[config.mk]
export PLATFORM = sky130hd
export DESIGN_NAME = lfa_ctrl
export DESIGN_NICKNAME = d
export VERILOG_FILES = /design/src/lfa_pkg.sv /design/src/lfa_ctrl.sv
export SDC_FILE = /design/constraint.sdc
export NUM_CORES = 1
export LEC_CHECK = 0
export ABC_CLOCK_PERIOD_IN_PS = 1550
export BUFFER_PORTS_ARGS = -buffer_cell sky130_fd_sc_hd__buf_4
export CAP_MARGIN = 5
export CORE_AREA = 3 3 40 42
export CTS_CLUSTER_SIZE = 14
export DETAILED_ROUTE_END_ITERATION = 12
export DIE_AREA = 0 0 43 45
export PLACE_DENSITY_LB_ADDON = 0.08
export SYNTH_ARGS = -nofsm -noshare
export SYNTH_HDL_FRONTEND = slang
export SYNTH_SLANG_ARGS = --single-unit
export TNS_END_PERCENT = 50
[constraint.sdc]
create_clock -name clock -period 1.55 [get_ports clock]
set_input_delay 0.2325 -clock clock [delete_from_list [all_inputs] [get_ports clock]]
set_output_delay 0.2325 -clock clock [all_outputs]
set_load 0.01 [all_outputs]
[src/lfa_pkg.sv]
// lfa_pkg: shared constants, payload types and control structs of the line frame averager
// no dependencies; imported by every module of the block except lfa_ram
`default_nettype none

package lfa_pkg;

   // geometry and arithmetic sizing
   localparam int PIXELS      = 512;
   localparam int SAMPLE_BITS = 16;
   localparam int MAX_COUNT   = 1024;
   localparam int POS_W       = $clog2(PIXELS);
   localparam int CNT_W       = 11;
   localparam int SUM_W       = SAMPLE_BITS + $clog2(MAX_COUNT);
   localparam int DIV_CNT_W   = $clog2(SUM_W);

   localparam logic [CNT_W-1:0] RESET_COUNT = CNT_W'(10);

   typedef struct packed {
      logic [15:0] sample;
      logic        use_frame;
   } req_type;

   typedef struct packed {
      logic [15:0] average;
      logic [8:0]  pixel_index;
      logic        last;
   } rsp_type;

   // controller to datapath
   typedef struct packed {
      logic clear_step;
      logic accept;
      logic add;
      logic div_step;
      logic load_out;
   } cmd_type;

   // datapath to controller
   typedef struct packed {
      logic clear_last;
      logic divide;
      logic div_last;
      logic out_free;
   } status_type;

endpackage

`default_nettype wire

[src/lfa_ctrl.sv]
// lfa_ctrl: sequencing state machine of the line frame averager
// depends on lfa_pkg for the command and status structs
`default_nettype none

module lfa_ctrl (
   input  wire logic               clock,
   input  wire logic               reset,
   input  wire logic               req_valid,
   output logic                    req_stall,
   input  wire lfa_pkg::status_type status,
   output lfa_pkg::cmd_type        cmd
);
   import lfa_pkg::*;

   typedef enum logic [4:0] {
      ST_CLEAR = 5'b00001,
      ST_IDLE  = 5'b00010,
      ST_ADD   = 5'b00100,
      ST_DIV   = 5'b01000,
      ST_HOLD  = 5'b10000
   } state_type;

   state_type state_ff, state_in;

   always_comb begin
      state_in       = state_ff;
      cmd            = '0;
      case (state_ff)
         ST_CLEAR: begin
            cmd.clear_step = 1'b1;
            if (status.clear_last) begin
               state_in = ST_IDLE;
            end
         end
         ST_IDLE: begin
            if (req_valid) begin
               cmd.accept = 1'b1;
               state_in   = ST_ADD;
            end
         end
         ST_ADD: begin
            cmd.add  = 1'b1;
            state_in = status.divide ? ST_DIV : ST_IDLE;
         end
         ST_DIV: begin
            cmd.div_step = 1'b1;
            if (status.div_last) begin
               state_in = ST_HOLD;
            end
         end
         ST_HOLD: begin
            // wait for the output register to free up
            if (status.out_free) begin
               cmd.load_out = 1'b1;
               state_in     = ST_IDLE;
            end
         end
         default: begin
            state_in = ST_CLEAR;
         end
      endcase
   end

   assign req_stall = (state_ff != ST_IDLE);

   always_ff @(posedge clock) begin
      if (reset) begin
         state_ff <= ST_CLEAR;
      end else begin
         state_ff <= state_in;
      end
   end

endmodule

`default_nettype wire

# Word level (Yosys, flattened, before mapping)
# Index checks and enable logic that the tools add are counted.
[word_totals]
reg_bits = 5
inputBits = 7
wordCells = 25
[op_classes]
eq_ne = 10
n_mux = 13
n_reduce_logical = 1
[ops]
columns = ["op", "n"]
rows = [
  ["one-hot mux 5 bit (5 select lines)", 1],
  ["two-way mux 5 bit", 4],
  ["!= test 2 bit, second input constant", 4],
  ["two-way mux 1 bit", 7],
  ["== test 5 x 1 -> 1 bit, second input constant", 1],
  ["== test 5 x 2 -> 1 bit, second input constant", 1],
  ["== test 5 x 3 -> 1 bit, second input constant", 1],
  ["== test 5 x 4 -> 1 bit, second input constant", 1],
  ["== test 5 bit, second input constant", 1],
  ["!= test 5 x 2 -> 1 bit, second input constant", 1],
  ["two-way mux 4 bit", 1],
  ["AND reduction 4 bit", 1],
]

# Depth between registers and ports, before layout
[logic_depth]
word_depth = 3
mapped_depth = 5
depth_no_buf = 4

# Least setup slack after synthesis
# OpenSTA, ideal clock, no wires.
[synth_timing]
path_type = "reg2reg"
start = "register state_ff[3]"
end = "register state_ff[1]"
setup_time_ns = 0.072
t_arrival_ns = 1.150
slack_ns = 0.328
stages_incl_launch_ff = 6
cell_sequence = "dfxtp_1 > buf_6 > nor3_4 > nand3b_4 > o2111ai_2 > mux2i_1"
[synth_via]
elab_chain_cells = 3
elab_cells_between_ends = 11
[synth_lines]
columns = ["item", "line_no", "text"]
rows = [
  ["from (decl)", "lfa_ctrl.sv:23", "state_type state_ff, state_in;"],
  ["from (signal assigned)", "lfa_ctrl.sv:70", "state_ff <= state_in;"],
  ["== test 5 x 1 -> 1 bit, or another cell as far along", "lfa_ctrl.sv:28", "case (state_ff)"],
  ["!= test 2 bit (no line)", "-", ""],
  ["AND reduction 4 bit (no line)", "-", ""],
]
# Parallel ways exist; a longest one is shown, timed or not.
# A chain may end at the register's enable or synchronous reset.

==> results.md <==
- Clk_lat worst skew: 240 ps
- Detailed placement HPWL: 717 um
- Synth Register Bits: 5
- CTS tree: yes
- Most flops, register: state_ff
- CTS sink cnt: 5
- Final wirelength: 899 um
- Syn Area/Cell: 8.49 um2
- Worst vdd ir: 0.608 mV
- Num rows: 13
- Unrepaired setup endpoints after global routing: no
- First-pass GRT wire length: 1.63 mm
- CP Capture Type: output pin
- Layout cells sized above 1: 0.421
- Tot GR Track Use: 0.117
- Min-delay worst type: input port to flop
- P&R area growth vs syn: 38.2%
- Worst Clk Skew: 2.53 ps
- Die extent in x: 43 um
- FILL cells: 142
- Setup Fix Bufs, Post-CTS: 0
- Setup total negative slack: 0 ps
- CTS root buffer: clkbuf_4
- CP Launch Type: flop
- Post-cts hold buffer count: 0
- Port Buf Inserts: 12
- Die area: 1940 um2
- ANT nets after route: 0
- DR vias: 358
- Finish-stage setup viols: 0
- Boundary pin count: 13
- Worst R2R Start: state_ff[4]
- DP Cell Count: 68
- Crit Path Category: flop to output pin
- Initial Util: 0.278
- MaxCap Viol Count: 0
- Worst Setup EP: cmd[3]
- CTS Buf Count: 3
- Flip-flop and latch area: 105 um2
- Slew headroom: 0.797
- P_leak: 0.220 nW
- Clk pin slew, worst setup/hold paths: 50 ps
- Tot Pwr: 613 uW
- R2R Path End: state_ff[1]
- Netlist cell types: 23
- H-tree depth: 1
- PD cells: 1240 nW/um2
- Post-synthesis sequential area ratio: 0.281
- Antenna Cells: 0
- Gate power share: 0.448
- Multi-input logic area: 238 um2
- Net Count, Synth: 49
- Cells after Synth: 42
- Reg power frac: 0.301
- Nets: 65
- Slew @ Worst Pin: 304 ps
- R2R depth: 4
- DRC viols: 0
- Die height: 45 um
- Final Wtd Congestion: 0.710
- Synthesized cell area: 357 um2
- Max FFs per register: 5
- Final min period: 1450 ps
- R2r setup slk: 280 ps
- Gr ovfl total: 0
- Final Hold Viols: 0
- Number of global-route vias before repair: 367
- Largest net degree at the start of global routing: 11
- Core area: 1280 um2
- Final std cells w/o fill: 72
- P_sw: 220 uW
- Biggest registers after layout: state_ff: 5 flops
- DR iter-0 viols: 6
- DRT Pass-1 Iters: 4
- Status: finished, final reports clean
- Bufs on Longest Clock Path: 2
- Final setup margin: 103 ps
- Worst Path Max Fanout: 10
- Sw frac: 0.360
- Vias per inst: 4.97
- Slew Viols, Final: 0
- WP data required: 1320 ps
- Final cycle utilization of the critical path: 0.933
- Fmax: 0.691 GHz
- Clock Power Share: 0.251
- Placement Setup Slack: 237 ps
- Worst setup path startpoint: state_ff[4]
- WP data arrival: 1210 ps
- Routed length per placed instance: 12.5 um
- Pint: 392 uW
- Initial antenna violation count: 0
- Yosys warns: 0
## cell usage in the layout (no fill, tap or decap)
cell type and instances:
a21oi_1 2, and3_1 2, and4_1 1, buf_4 13
clkbuf_1 1, clkbuf_4 3, dfxtp_1 3, dfxtp_2 1
dfxtp_4 1, inv_1 2, mux2_2 1, mux2i_1 1
nand2_1 3, nand2b_1 1, nand3_1 1, nand3b_1 2
nand3b_4 1, nand4b_1 2, nor2_1 4, nor2_2 2
nor3_1 2, nor3_4 1, nor3b_1 1, o2111ai_2 1
o211ai_1 2, o21ai_0 2, xor2_1 1
## repair_timing
action | in CTS | in global routing
setup endpoints to repair | 0 | 5
endpoints found under the hold margin | 0 | 0
gates resized for setup | 0 | 5
## power groups by stage
stage	combinational, mW	clock (mW)	sequential [mW]
final	0.274	0.154	0.185
after global routing	0.304	0.169	0.190
after CTS	0.276	0.162	0.183
after detailed placement	0.275	0	0.185
after global placement	0.267	0	0.185
after floorplan	0.156	0	0.193
## routing by layer
| metal | track usage | vias to the layer above | part of all wire |
|---|---|---|---|
| met5 | 0 | - | 0 |
| met1 | 0.149 | 160 | 0.45 |
| met4 | 0.0723 | 0 | 0.0044 |
| met2 | 0.168 | 13 | 0.46 |
| met3 | 0.0398 | 2 | 0.078 |
| li1 | - | 183 | - |
## cell families after synthesis
group           synth area share
xor+xnor                  0.0246
flops                      0.281
compound gates             0.140
buf+inv                   0.0667
simple gates               0.428
mux                       0.0596
## how the worst min path moves through the flow
stage | startpoint | to | slack, ps | depth (start not counted)
after floorplan | reset | state_ff[3] | 300 | 1
after global placement | reset | state_ff[4] | 450 | 2
after detailed placement | reset | state_ff[4] | 450 | 2
after CTS | reset | state_ff[3] | 190 | 2
after global routing | reset | state_ff[3] | 190 | 2
final | reset | state_ff[3] | 180 | 2
## stage by stage
step                hold WS (ps)  utilization  area (um2)
finish                       183        0.384         493
detailed placement           448        0.355         457
floorplan                    302            -         357
global route                 187        0.384         493
global placement             446        0.355         457
CTS                          186        0.376         483
## worst max-delay path: stages, from the launching register on
cell,delay (ps)
dfxtp_4,370
nor3_4,260
nand3b_4,130
nor2_2,90
buf_4,120
## Yosys cell counts, drive strengths merged
| master | n | area, um2 |
|---|---|---|
| o211ai | 2 | 15.0 |
| nand2 | 3 | 11.3 |
| nor2 | 6 | 22.5 |
| xor2 | 1 | 8.76 |
| and4 | 1 | 8.76 |
| mux2 | 1 | 11.3 |
| inv | 2 | 7.51 |
| o2111ai | 1 | 15.0 |
| nand3b | 3 | 35.0 |
| mux2i | 1 | 10.0 |
| and3 | 2 | 12.5 |
| nor3 | 3 | 26.3 |
| nand4b | 2 | 17.5 |
| nand3 | 1 | 5.00 |
| nor3b | 1 | 7.51 |
| a21oi | 2 | 10.0 |
| buf | 2 | 16.3 |
| o21ai | 2 | 10.0 |
| dfxtp | 5 | 100 |
| nand2b | 1 | 6.26 |
## cell type report
type	instances	area share
Multi-Input combinational cell	33	0.482
Sequential cell	5	0.213
Timing Repair Buffer	13	0.198
Clock buffer	4	0.0533
Tap cell	15	0.0381
Inverter	2	0.0152
(Power assumes the default switching activity.)
